==> config.mk <==
export PLATFORM = sky130hd
export DESIGN_NAME = dhc_edge
export DESIGN_NICKNAME = d
export VERILOG_FILES = /design/src/sv/dhc_pkg.sv /design/src/sv/dhc_edge.sv
export SDC_FILE = /design/constraint.sdc
export NUM_CORES = 2
export LEC_CHECK = 0
export ABC_AREA = 0
export BUFFER_PORTS_ARGS = -buffer_cell sky130_fd_sc_hd__clkbuf_2
export CAP_MARGIN = 20
export CORE_ASPECT_RATIO = 1.75
export CORE_MARGIN = 2
export CORE_UTILIZATION = 25
export CTS_CLUSTER_SIZE = 8
export DETAILED_ROUTE_END_ITERATION = 12
export HOLD_SLACK_MARGIN = 0.1
export MAX_ROUTING_LAYER = met4
export PLACE_DENSITY = 0.46
export SLEW_MARGIN = 5
export SYNTH_ARGS = -nofsm -noshare
export SYNTH_HDL_FRONTEND = slang
export SYNTH_SLANG_ARGS = --single-unit
==> constraint.sdc <==
create_clock -name clk -period 22.4 [get_ports clk]
set_input_delay 3.36 -clock clk [delete_from_list [all_inputs] [get_ports clk]]
set_output_delay 3.36 -clock clk [all_outputs]
set_load 0.01 [all_outputs]
==> src/sv/dhc_pkg.sv <==
// Package for the deck heat conduction step block: field widths, codes,
// cell control struct and the temperature saturation helper.
// No dependencies.
package dhc_pkg;

  localparam int TEMP_W     = 17;
  localparam int IDX_W      = 5;
  localparam int INV_W      = 16;
  localparam int SOK_W      = 24;
  localparam int H_W        = 18;
  localparam int FLUX_W     = 21;
  localparam int ERR_W      = 2;
  localparam int CFG_IDX_W  = 1;
  localparam int CFG_DATA_W = 24;

  // Widths of the internal fixed point terms.
  localparam int HS_W   = H_W + SOK_W;      // h * spacing_over_k, Q.32
  localparam int HALF_W = HS_W / 2;         // split point of hs for the multiplies
  localparam int CONV_W = 43;               // convection term, Q.24
  localparam int FX_W   = 42;               // flux term, signed Q.24
  localparam int C_W    = 33;               // 1 - 2N, Q.32
  localparam int A_W    = 46;               // boundary bracket, signed Q.24
  localparam int A_LO_W = 23;

  localparam logic [INV_W-1:0]  INV_M_RESET = 16'd8192;
  localparam logic [SOK_W-1:0]  SOK_RESET   = 24'd117440;
  localparam logic [15:0]       N_CLAMP     = 16'd32702;
  localparam logic signed [32:0] RATE_LIMIT = 33'sd2048;
  localparam logic signed [31:0] LOW_LIMIT  = 32'sd51200;
  localparam logic signed [31:0] TEMP_MAX_S = 32'sd131071;

  typedef enum logic {
    MODE_LOAD = 1'b0,
    MODE_STEP = 1'b1
  } dhc_mode_t;

  typedef enum logic [ERR_W-1:0] {
    ERR_OK   = 2'd0,
    ERR_ZERO = 2'd1,
    ERR_RATE = 2'd2,
    ERR_LOW  = 2'd3
  } dhc_err_t;

  typedef enum logic [CFG_IDX_W-1:0] {
    REG_INV_M   = 1'b0,
    REG_SPACING = 1'b1
  } dhc_reg_t;

  typedef struct packed {
    logic wr;      // write wr_data into the node
    logic commit;  // take the updated value
  } dhc_cell_ctrl_t;

  function automatic logic [TEMP_W-1:0] sat_temp(input logic signed [31:0] v);
    logic [TEMP_W-1:0] r;
    if (v < 32'sd0) begin
      r = '0;
    end else if (v > TEMP_MAX_S) begin
      r = '1;
    end else begin
      r = v[TEMP_W-1:0];
    end
    return r;
  endfunction

endpackage

==> src/sv/dhc_edge.sv <==
// Boundary node cell for the surface and the underside: convection, flux and
// conduction from the one neighbor, with split multiplies. Depends on dhc_pkg.
module dhc_edge import dhc_pkg::*; (
  input  logic                   clk,
  input  dhc_cell_ctrl_t         ctrl,
  input  logic [TEMP_W-1:0]      wr_data,
  input  logic [TEMP_W-1:0]      nb,
  input  logic [INV_W-1:0]       inv_m,
  input  logic [C_W-1:0]         c,
  input  logic [CONV_W-1:0]      conv,
  input  logic signed [FX_W-1:0] flux,
  output logic [TEMP_W-1:0]      temp,
  output logic signed [31:0]     rounded
);

  logic [INV_W:0]            two_i;
  logic signed [A_W-1:0]     a;
  logic [INV_W+A_LO_W:0]     pa_lo;
  logic signed [40:0]        pa_hi;
  logic [C_W+TEMP_W-1:0]     pc;
  logic signed [63:0]        sum;

  assign two_i = {inv_m, 1'b0};
  // Round half up: add one half, then keep the upper word.
  assign sum = (64'(pa_hi) <<< A_LO_W) + $signed(64'(pa_lo)) + $signed(64'(pc))
             + 64'sd2147483648;
  assign rounded = sum[63:32];

  always_ff @(posedge clk) begin
    a     <= $signed(A_W'(conv)) + A_W'(flux) + $signed(A_W'({nb, 16'b0}));
    pa_lo <= two_i * a[A_LO_W-1:0];
    pa_hi <= $signed({1'b0, two_i}) * $signed(a[A_W-1:A_LO_W]);
    pc    <= c * temp;
    if (ctrl.wr) begin
      temp <= wr_data;
    end else if (ctrl.commit) begin
      temp <= sat_temp(rounded);
    end
  end

endmodule

==> impl_metrics.env <==
export IMPL_tns_ns=0
export IMPL_cts_resized=0
export IMPL_synth_seq_area_share_pct=7.410
export IMPL_cp_depth=22
export IMPL_grt_busiest_layer="met2"
export IMPL_die_w_um=355.0
export IMPL_synthSimpleGateAreaFrac_pct=15.71
export IMPL_dr_first_iter_drc_count=1697
export IMPL_cp_cell_sequence="clkbuf_2 > nand2_1 > fa_1 > fa_1 > fa_1 > inv_1 > fa_1 > fa_1 > inv_1 > fa_1 > inv_1 > ha_1 > and3_1 > and4_1 > o311a_1 > o21ai_0 > a41oi_1 > a31oi_1 > o21a_1 > o221ai_1 > o31a_1 > o21a_1"
export IMPL_htreeDepth=4
export IMPL_post_place_ws_ns=11.54
export IMPL_crit_top_cell="fa_1"
export IMPL_synth_top_area_share_pct=42.83
export IMPL_hpwl_mm=128.1
export IMPL_synth_async_reset_ratio_pct=0
export IMPL_routed_wl_mm=162.2
export IMPL_post_place_cells=8970
export IMPL_grt_pass1_vias=45786
export IMPL_synth_most_common_cell="inv_1"
export IMPL_max_stage_delay_ns=0.76
export IMPL_timing_fmax_ghz=0.09788
export IMPL_seqCellArea_um2=3994
export IMPL_remaining_drc_errors=0
export IMPL_clkTransAtPathRegs_ns=0.09
export IMPL_max_slew_margin_pct=28.03
export IMPL_synth_cells=6104
export IMPL_antenna_found_initial=6
export IMPL_wl_per_cell_um=18.02
export IMPL_ys_types=74
export IMPL_synth_common_cells="inv_1 (1451), fa_1 (1153), nand2_1 (909)"
export IMPL_yosysWarnings=0
export IMPL_hold_path_class="reg -> reg"
export IMPL_die_y_um=618.2
export IMPL_grtUsageMet3_pct=1.595
export IMPL_numPortBuffers=219
export IMPL_arrival_ns=10.64
export IMPL_whs_path_depth=1
export IMPL_startpoint_type="primary input"
export IMPL_skew_ns=0.02617
export IMPL_crit_path_end_kind="register"
export IMPL_viasPerCell=4.478
export IMPL_gp_congestion=0.8414
export IMPL_ys_ff_latch=191
export IMPL_fill_cells=23278
export IMPL_postCtsHoldBufs=0
export IMPL_track_usage_pct=15.73
export IMPL_cts_sinks=191
export IMPL_final_hold_viol_count=0
export IMPL_synth_xor_area_share_pct=2.776
export IMPL_finalCriticalPeriod_ns=10.22
export IMPL_path_buf_inv=4
export IMPL_grt_first_pass_wirelength_mm=259.0
export IMPL_synthFlopType="dfxtp_1"
export IMPL_cts_buffers=17
export IMPL_dr_total_vias=40326
export IMPL_use_met1_pct=17.74
export IMPL_required_ns=22.83
export IMPL_synth_top_cells_by_area="fa_1 (43%), ha_1 (12%), inv_1 (10%)"
export IMPL_nNetsFinal=8008
export IMPL_drv_slew=0
export IMPL_post_cts_setup_buffer_count=0
export IMPL_multi_input_area_um2=43570
export IMPL_synth_avg_cell_area_um2=8.830
export IMPL_maxCapViolations=0
export IMPL_synth_compound_area_share_pct=7.120
export IMPL_drtAntennaViolNets=0
export IMPL_core_area_um2=214500
export IMPL_rows=225
export IMPL_final_util_pct=27.33
export IMPL_r2r_slack_ns=14.57
export IMPL_rsz0062_at_grt="no"
export IMPL_fin_ws_ns=12.18
export IMPL_finalSetupViolCount=0
export IMPL_synth_fa_ha_area_share_pct=55.18
export IMPL_gr_usage_met2_pct=29.09
export IMPL_floorplan_initialDensity_pct=25.12
export IMPL_insertion_delay_ns=0.55
export IMPL_r2r_cells=22
export IMPL_syn_nets=7960
export IMPL_first_pass_iters=5
export IMPL_cts_tree="yes"
export IMPL_overflow=0
export IMPL_yosysTopAreaCell="fa_1"
export IMPL_critPathTopFamily="adder cells"
export IMPL_dieArea_um2=219500
export IMPL_crit_fanout=17
export IMPL_tightest_slew_ns=1.078
export IMPL_cts_buffer_depth=2
export IMPL_synthMuxAreaShare_pct=0.05572
export IMPL_boundaryPins=220
export IMPL_status="finished, final reports clean"
export IMPL_min_period_over_period_pct=45.61
export IMPL_synth_edf_count=17
export IMPL_syn2layout_area_growth_pct=8.766
export IMPL_crit_slowest_cell="a31oi_1"
export IMPL_final_cells=9005
export IMPL_grt_max_degree=47
export IMPL_synth_top_family_by_area="adder cells"
export IMPL_clock_tree_root_cell="clkbuf_16"
export IMPL_critPathKind="in -> reg"
export IMPL_syn_area_um2=53900
export IMPL_drive_above_1_share_pct=5.109
## per-stage QoR
stage,area (µm²),hold WS (ns)
2_1_floorplan,53900,0.5037
3_3_place_gp,57980,0.8695
3_5_place_dp,57980,0.8772
4_1_cts,58610,0.9029
5_1_grt,58620,0.9402
6_report,58620,0.8734
## layout make-up
class | instances | share of cell area (%)
Inverter | 1452 | 9.297
Tap cell | 2837 | 6.055
Multi-Input combinational cell | 4229 | 74.33
Timing Repair Buffer | 261 | 2.408
Sequential cell | 191 | 6.813
Clock inverter | 15 | 0.3607
Antenna cell | 3 | 0.01281
Clock buffer | 17 | 0.7257
## flip-flops by register name, summed over array words and instances, names as in the netlist
register  cells
pa_lo        39
a            46
pc           49
temp         17
pa_hi        40
## cells by family (layout without fill, tap and decap cells)
group / count (synthesis) / count (layout)
other cells: 0 / 3
fa+ha+maj: 1685 / 1685
buf+inv: 1684 / 1745
xor+xnor: 170 / 170
mux: 3 / 3
flops: 191 / 191
compound gates: 591 / 591
simple gates: 1780 / 1780
## placed cells by master, fill, tap and decap left out, types with 18 or more instances in the layout
cell type	synthesis	final
inv_1	1451	1451
fa_1	1153	1153
nand2_1	909	909
ha_1	532	532
and2_1	515	515
clkbuf_2	1	219
a21oi_1	176	176
dfxtp_1	174	174
nor2_1	124	124
xnor2_1	117	117
o21ai_0	105	105
a21o_1	75	75
nand3_1	56	56
xor2_1	52	52
nor3_1	42	42
buf_4	0	42
o21a_1	35	35
and3_1	28	28
a211oi_1	27	27
a31oi_1	22	22
o21bai_1	22	22
nand2b_1	21	21
nand4_1	21	21
a22oi_1	18	18
## routing by layer
layer,up-vias,part of all wire [%]
met5,-,0
met4,0,2.5
met3,208,3.3
met2,859,54
met1,20847,40
li1,18412,-
## worst paths after layout
path / from / endpoint
setup / recovery: c[11] / pc[49]$_DFF_P_
hold / removal: a[0]$_DFF_P_ / pa_lo[1]$_DFF_P_
setup reg to reg: temp[12]$_DFFE_PP_ / pc[49]$_DFF_P_
hold reg to reg: a[0]$_DFF_P_ / pa_lo[1]$_DFF_P_
Power is left out: the tool's default activity adds up to more than one toggle a clock period on the data nets, which glitch-free logic cannot reach.
