### src/sv/dhc_pkg.sv
// Package for the deck heat conduction step block: field widths, codes,
// cell control struct and the temperature saturation helper.
// No dependencies.
package dhc_pkg;

  localparam int TEMP_W     = 17;
  localparam int IDX_W      = 5;
  localparam int INV_W      = 16;
  localparam int SOK_W      = 24;
  localparam int H_W        = 18;
  localparam int FLUX_W     = 21;
  localparam int ERR_W      = 2;
  localparam int CFG_IDX_W  = 1;
  localparam int CFG_DATA_W = 24;

  // Widths of the internal fixed point terms.
  localparam int HS_W   = H_W + SOK_W;      // h * spacing_over_k, Q.32
  localparam int HALF_W = HS_W / 2;         // split point of hs for the multiplies
  localparam int CONV_W = 43;               // convection term, Q.24
  localparam int FX_W   = 42;               // flux term, signed Q.24
  localparam int C_W    = 33;               // 1 - 2N, Q.32
  localparam int A_W    = 46;               // boundary bracket, signed Q.24
  localparam int A_LO_W = 23;

  localparam logic [INV_W-1:0]  INV_M_RESET = 16'd8192;
  localparam logic [SOK_W-1:0]  SOK_RESET   = 24'd117440;
  localparam logic [15:0]       N_CLAMP     = 16'd32702;
  localparam logic signed [32:0] RATE_LIMIT = 33'sd2048;
  localparam logic signed [31:0] LOW_LIMIT  = 32'sd51200;
  localparam logic signed [31:0] TEMP_MAX_S = 32'sd131071;

  typedef enum logic {
    MODE_LOAD = 1'b0,
    MODE_STEP = 1'b1
  } dhc_mode_t;

  typedef enum logic [ERR_W-1:0] {
    ERR_OK   = 2'd0,
    ERR_ZERO = 2'd1,
    ERR_RATE = 2'd2,
    ERR_LOW  = 2'd3
  } dhc_err_t;

  typedef enum logic [CFG_IDX_W-1:0] {
    REG_INV_M   = 1'b0,
    REG_SPACING = 1'b1
  } dhc_reg_t;

  typedef struct packed {
    logic wr;      // write wr_data into the node
    logic commit;  // take the updated value
  } dhc_cell_ctrl_t;

  function automatic logic [TEMP_W-1:0] sat_temp(input logic signed [31:0] v);
    logic [TEMP_W-1:0] r;
    if (v < 32'sd0) begin
      r = '0;
    end else if (v > TEMP_MAX_S) begin
      r = '1;
    end else begin
      r = v[TEMP_W-1:0];
    end
    return r;
  endfunction

endpackage

### src/sv/dhc_cell.sv
// Interior node cell: holds one node temperature and updates it from its
// two neighbors by pure conduction. Depends on dhc_pkg.
module dhc_cell import dhc_pkg::*; (
  input  logic              clk,
  input  dhc_cell_ctrl_t    ctrl,
  input  logic [TEMP_W-1:0] wr_data,
  input  logic [TEMP_W-1:0] left,
  input  logic [TEMP_W-1:0] right,
  input  logic [INV_W-1:0]  inv_m,
  output logic [TEMP_W-1:0] temp
);

  logic [TEMP_W:0]          nb_sum;
  logic signed [17:0]       k;
  logic [INV_W+TEMP_W:0]    pm;
  logic signed [34:0]       pk;
  logic signed [36:0]       s;
  logic signed [20:0]       rnd;

  assign nb_sum = (TEMP_W+1)'(left) + (TEMP_W+1)'(right);
  // Center weight 1 - 2I, Q.16; negative when inv_m is above one half.
  assign k      = 18'sd65536 - $signed({1'b0, inv_m, 1'b0});
  assign s      = $signed(37'(pm)) + 37'(pk) + 37'sd32768;
  assign rnd    = s[36:16];

  always_ff @(posedge clk) begin
    pm <= inv_m * nb_sum;
    pk <= k * $signed({1'b0, temp});
    if (ctrl.wr) begin
      temp <= wr_data;
    end else if (ctrl.commit) begin
      temp <= sat_temp(32'(rnd));
    end
  end

endmodule

### config.mk
export PLATFORM = sky130hd
export DESIGN_NAME = dhc_cell
export DESIGN_NICKNAME = d
export VERILOG_FILES = /design/src/sv/dhc_pkg.sv /design/src/sv/dhc_cell.sv
export SDC_FILE = /design/constraint.sdc
export NUM_CORES = 2
export LEC_CHECK = 0
export BUFFER_PORTS_ARGS = -buffer_cell sky130_fd_sc_hd__buf_2
export CAP_MARGIN = 20
export CORE_MARGIN = 4
export CORE_UTILIZATION = 25
export DETAILED_ROUTE_END_ITERATION = 8
export GPL_ROUTABILITY_DRIVEN = 0
export PLACE_DENSITY = 0.38
export SYNTH_ARGS = -nofsm -noshare
export SYNTH_HDL_FRONTEND = slang
export SYNTH_SLANG_ARGS = --single-unit
### constraint.sdc
create_clock -name clk -period 11.2 [get_ports clk]
set_input_delay 1.12 -clock clk [delete_from_list [all_inputs] [get_ports clk]]
set_output_delay 1.12 -clock clk [all_outputs]
set_load 0.01 [all_outputs]
==> impl_metrics.prom <==
# TYPE chip_impl_metric gauge
chip_impl_info{name="synth_top_family_by_area",value="adder cells"} 1
chip_impl_metric{name="reg2reg_setup_slack",unit="ns"} 3.98
chip_impl_info{name="critical_path.startpoint",value="left[1]"} 1
chip_impl_metric{name="cpPeakStageDelay",unit="ns"} 0.66
chip_impl_metric{name="asyncSetResetFlopFracSynth",unit=""} 0
chip_impl_metric{name="yosysSeqAreaShare",unit=""} 0.0748
chip_impl_info{name="timing.rr.end",value="pk[34]"} 1
chip_impl_metric{name="die-area",unit="um^2"} 104000
chip_impl_metric{name="area_growth",unit="%"} 8.89
chip_impl_info{name="synth-main-ff-cell",value="sky130_fd_sc_hd__dfxtp_1"} 1
chip_impl_metric{name="worstPathArrival",unit="ns"} 10.05
chip_impl_metric{name="synth_area_in_compound_gates",unit=""} 0.0703
chip_impl_info{name="hp-class",value="reg -> reg"} 1
chip_impl_metric{name="fin_hold_ws",unit="ns"} 1.03
chip_impl_metric{name="drt_pre_antenna_iters",unit=""} 5
chip_impl_metric{name="skew",unit="ns"} 0.0117
chip_impl_metric{name="synth_edf_count",unit=""} 17
chip_impl_metric{name="max_freq",unit="MHz"} 103
chip_impl_metric{name="final_hold_viol_count",unit=""} 0
chip_impl_metric{name="grt_antenna_before_repair",unit=""} 9
chip_impl_metric{name="cts.sinks",unit=""} 84
chip_impl_info{name="r2r_start",value="temp[5]"} 1
chip_impl_metric{name="multi_input_comb_area",unit="um^2"} 20200
chip_impl_metric{name="worst_r2r_path_depth",unit=""} 18
chip_impl_metric{name="post_drt_via_cell_ratio",unit=""} 4.41
chip_impl_metric{name="worst_slew_margin_rel",unit=""} 0.288
chip_impl_metric{name="post_synth_inst_count",unit=""} 2702
chip_impl_metric{name="grt_overflow_total",unit=""} 0
chip_impl_metric{name="numPlacedInstances",unit=""} 4007
chip_impl_metric{name="min_period_over_period",unit=""} 0.871
chip_impl_metric{name="coreArea",unit="um^2"} 98300
chip_impl_info{name="startpoint_type",value="primary input"} 1
chip_impl_info{name="critical_path.slowest_cell",value="sky130_fd_sc_hd__a2111oi_0"} 1
chip_impl_metric{name="std_cell_rows",unit=""} 115
chip_impl_metric{name="ys_seq_elements",unit=""} 84
chip_impl_metric{name="syn-cell-area",unit="um^2"} 24800
chip_impl_info{name="end_kind",value="register"} 1
chip_impl_metric{name="finish.net_count",unit=""} 3589
chip_impl_metric{name="synth_simple_gate_area_share",unit=""} 0.155
chip_impl_metric{name="via_count",unit=""} 17700
chip_impl_metric{name="buffer_ports.inserted",unit=""} 86
chip_impl_metric{name="track_usage",unit=""} 0.139
chip_impl_metric{name="drtIter0Drc",unit=""} 715
chip_impl_metric{name="tritoncts.num_buffers",unit=""} 9
chip_impl_metric{name="vias_in_the_first_global_route",unit=""} 20300
chip_impl_metric{name="ff_latch_area",unit="um^2"} 1850
chip_impl_metric{name="fin_cells",unit=""} 4025
chip_impl_metric{name="cts-htree-levels",unit=""} 3
chip_impl_info{name="cts_tree",value="yes"} 1
chip_impl_metric{name="drive_gt1_frac",unit=""} 0.0621
chip_impl_metric{name="postCtsHoldBufs",unit=""} 0
chip_impl_metric{name="die_width",unit="um"} 323
chip_impl_metric{name="io_pins",unit=""} 87
chip_impl_info{name="rsz_0062_raised_after_global_routing",value="false"} 1
chip_impl_metric{name="cts-resized-gates",unit=""} 0
chip_impl_metric{name="tightestPinTransition",unit="ns"} 1.07
chip_impl_metric{name="cts.clk_slew.worst_paths",unit="ns"} 0.06
chip_impl_metric{name="dp.final_hpwl",unit="mm"} 57.6
chip_impl_metric{name="final.setup.tns",unit="ns"} 0
chip_impl_metric{name="setup_slack",unit="ns"} 1.45
chip_impl_metric{name="final.min_clock_period",unit="ns"} 9.75
chip_impl_info{name="crit_path_end",value="pm[32]"} 1
chip_impl_metric{name="post_synth.cell_area_avg",unit="um^2"} 9.17
chip_impl_metric{name="maxCapViolCount",unit=""} 0
chip_impl_metric{name="drv_slew",unit=""} 0
chip_impl_metric{name="syn_nets",unit=""} 3560
chip_impl_metric{name="post_synth_num_cell_types",unit=""} 71
chip_impl_metric{name="yosys-mux-area-fraction",unit=""} 0.00187
chip_impl_info{name="timing_worst_setup_path_type",value="in -> reg"} 1
chip_impl_metric{name="floorplan.initialDensity",unit=""} 0.252
chip_impl_metric{name="clock_path_buffers",unit=""} 2
chip_impl_metric{name="synthAdderAreaFrac",unit=""} 0.554
chip_impl_info{name="timing.hold.worst.start",value="pm[21]"} 1
chip_impl_metric{name="postRouteWirelength",unit="mm"} 68.5
chip_impl_metric{name="crit_fanout",unit=""} 9
chip_impl_metric{name="grt_pass1_wl",unit="mm"} 114
chip_impl_info{name="run_status",value="finished clean"} 1
chip_impl_metric{name="post-route-drc-count",unit=""} 0
chip_impl_info{name="commonest_cells_after_routing_fill_and_taps_aside",value="605 x sky130_fd_sc_hd__inv_1, 514 x sky130_fd_sc_hd__fa_1, 351 x sky130_fd_sc_hd__nand2_1"} 1
chip_impl_metric{name="largest_net_degree_at_the_start_of_global_routing",unit=""} 37
chip_impl_metric{name="required",unit="ns"} 11.50
chip_impl_metric{name="fillCellCount",unit=""} 10500
chip_impl_metric{name="setup-violations-final",unit=""} 0
chip_impl_metric{name="post_cts_buffers",unit=""} 0
chip_impl_metric{name="avgRoutedWirePerCell",unit="um"} 17.0
chip_impl_info{name="clockRootBuffer",value="sky130_fd_sc_hd__clkbuf_16"} 1
chip_impl_metric{name="die_y",unit="um"} 323
chip_impl_metric{name="synthXorXnorAreaFrac",unit=""} 0.0368
chip_impl_metric{name="ant_nets",unit=""} 0
chip_impl_metric{name="dp_slack",unit="ns"} 1.03
chip_impl_metric{name="insertion_delay",unit="ns"} 0.37
chip_impl_info{name="critical_path.most_common_cell",value="sky130_fd_sc_hd__fa_1"} 1
chip_impl_metric{name="synth_warnings",unit=""} 0
chip_impl_info{name="final_common_cell",value="sky130_fd_sc_hd__inv_1"} 1
-- routing by layer --
layer  global-route usage  vias up  wire (um)
li1                     -     8248          -
met1                0.198     9232      33600
met2                0.230      222      31500
met3               0.0227       38       2770
met4               0.0165        6        576
met5                    0        -         34
-- state kept, by name, summed over array words and instances, names as in the netlist --
signal  cells
temp       17
pk         34
pm         33
-- through the flow --
step            util  area [um^2]
2_1_floorplan      -        24800
3_3_place_gp   0.271        26700
3_5_place_dp   0.271        26700
4_1_cts        0.274        27000
5_1_grt        0.274        27000
6_report       0.274        27000
-- synth_stat cells (5+ instances only) --
master                      instances  share of area
sky130_fd_sc_hd__o21a_1            23         0.0070
sky130_fd_sc_hd__o221a_2           18         0.0082
sky130_fd_sc_hd__nor2b_1           20         0.0051
sky130_fd_sc_hd__and3_1            11         0.0028
sky130_fd_sc_hd__o21ai_0           28         0.0057
sky130_fd_sc_hd__inv_1            605          0.092
sky130_fd_sc_hd__edfxtp_1          17          0.021
sky130_fd_sc_hd__ha_1             274           0.14
sky130_fd_sc_hd__and4_1             5         0.0018
sky130_fd_sc_hd__nand2_1          351          0.053
sky130_fd_sc_hd__dfxtp_1           67          0.054
sky130_fd_sc_hd__o21bai_1          11         0.0033
sky130_fd_sc_hd__nand3_1           24         0.0048
sky130_fd_sc_hd__a31oi_1           12         0.0030
sky130_fd_sc_hd__a21oi_1           64          0.013
sky130_fd_sc_hd__xnor2_1           84          0.030
sky130_fd_sc_hd__a21o_1            29         0.0088
sky130_fd_sc_hd__nand2b_1          19         0.0048
sky130_fd_sc_hd__nor2_1            53         0.0080
sky130_fd_sc_hd__o211ai_1           5         0.0015
sky130_fd_sc_hd__clkbuf_1          97          0.015
sky130_fd_sc_hd__nor3_1            20         0.0040
sky130_fd_sc_hd__fa_1             514           0.42
sky130_fd_sc_hd__xor2_1            20         0.0071
sky130_fd_sc_hd__a2111oi_0          5         0.0018
sky130_fd_sc_hd__and2_1           245          0.062
-- kinds of logic (layout without fill, tap and decap cells) --
family / Yosys count / count (layout)
other: 0 / 2
and+or+nand+nor: 776 / 776
adders and majority gates: 788 / 788
buffers and inverters: 707 / 741
muxes: 3 / 3
DFF: 84 / 84
xor gates and xnor gates: 104 / 104
AOI/OAI and AO/OA: 240 / 240
-- how the worst min path moves through the flow --
stage,endpoint,slack (ns),depth (start not counted)
3_5_place_dp,temp[5],1.02,4
6_report,temp[5],1.03,4
3_3_place_gp,temp[1],1.02,4
5_1_grt,temp[5],1.08,4
2_1_floorplan,pk[1],0.64,1
4_1_cts,temp[5],1.04,4
-- cell type report --
type | instances | share of cell area
multi-input combinational | 1911 | 0.751
inverter | 606 | 0.0843
sequential | 84 | 0.0687
tap | 1287 | 0.0597
timing repair buffer | 119 | 0.0251
clock buffer | 9 | 0.00835
clock inverter | 7 | 0.00288
antenna | 2 | 0.000186
-- worst max-delay path: cells and delay by family --
| family | cells | cell delay, ns |
|---|---|---|
| buf+inv | 5 | 0.55 |
| simple gates | 2 | 0.17 |
| xor+xnor | 2 | 0.49 |
| compound gates | 14 | 3.98 |
| fa+ha+maj | 8 | 3.72 |
Power is left out: the tool's default activity adds up to more than one toggle a clock period on the data nets, which glitch-free logic cannot reach.
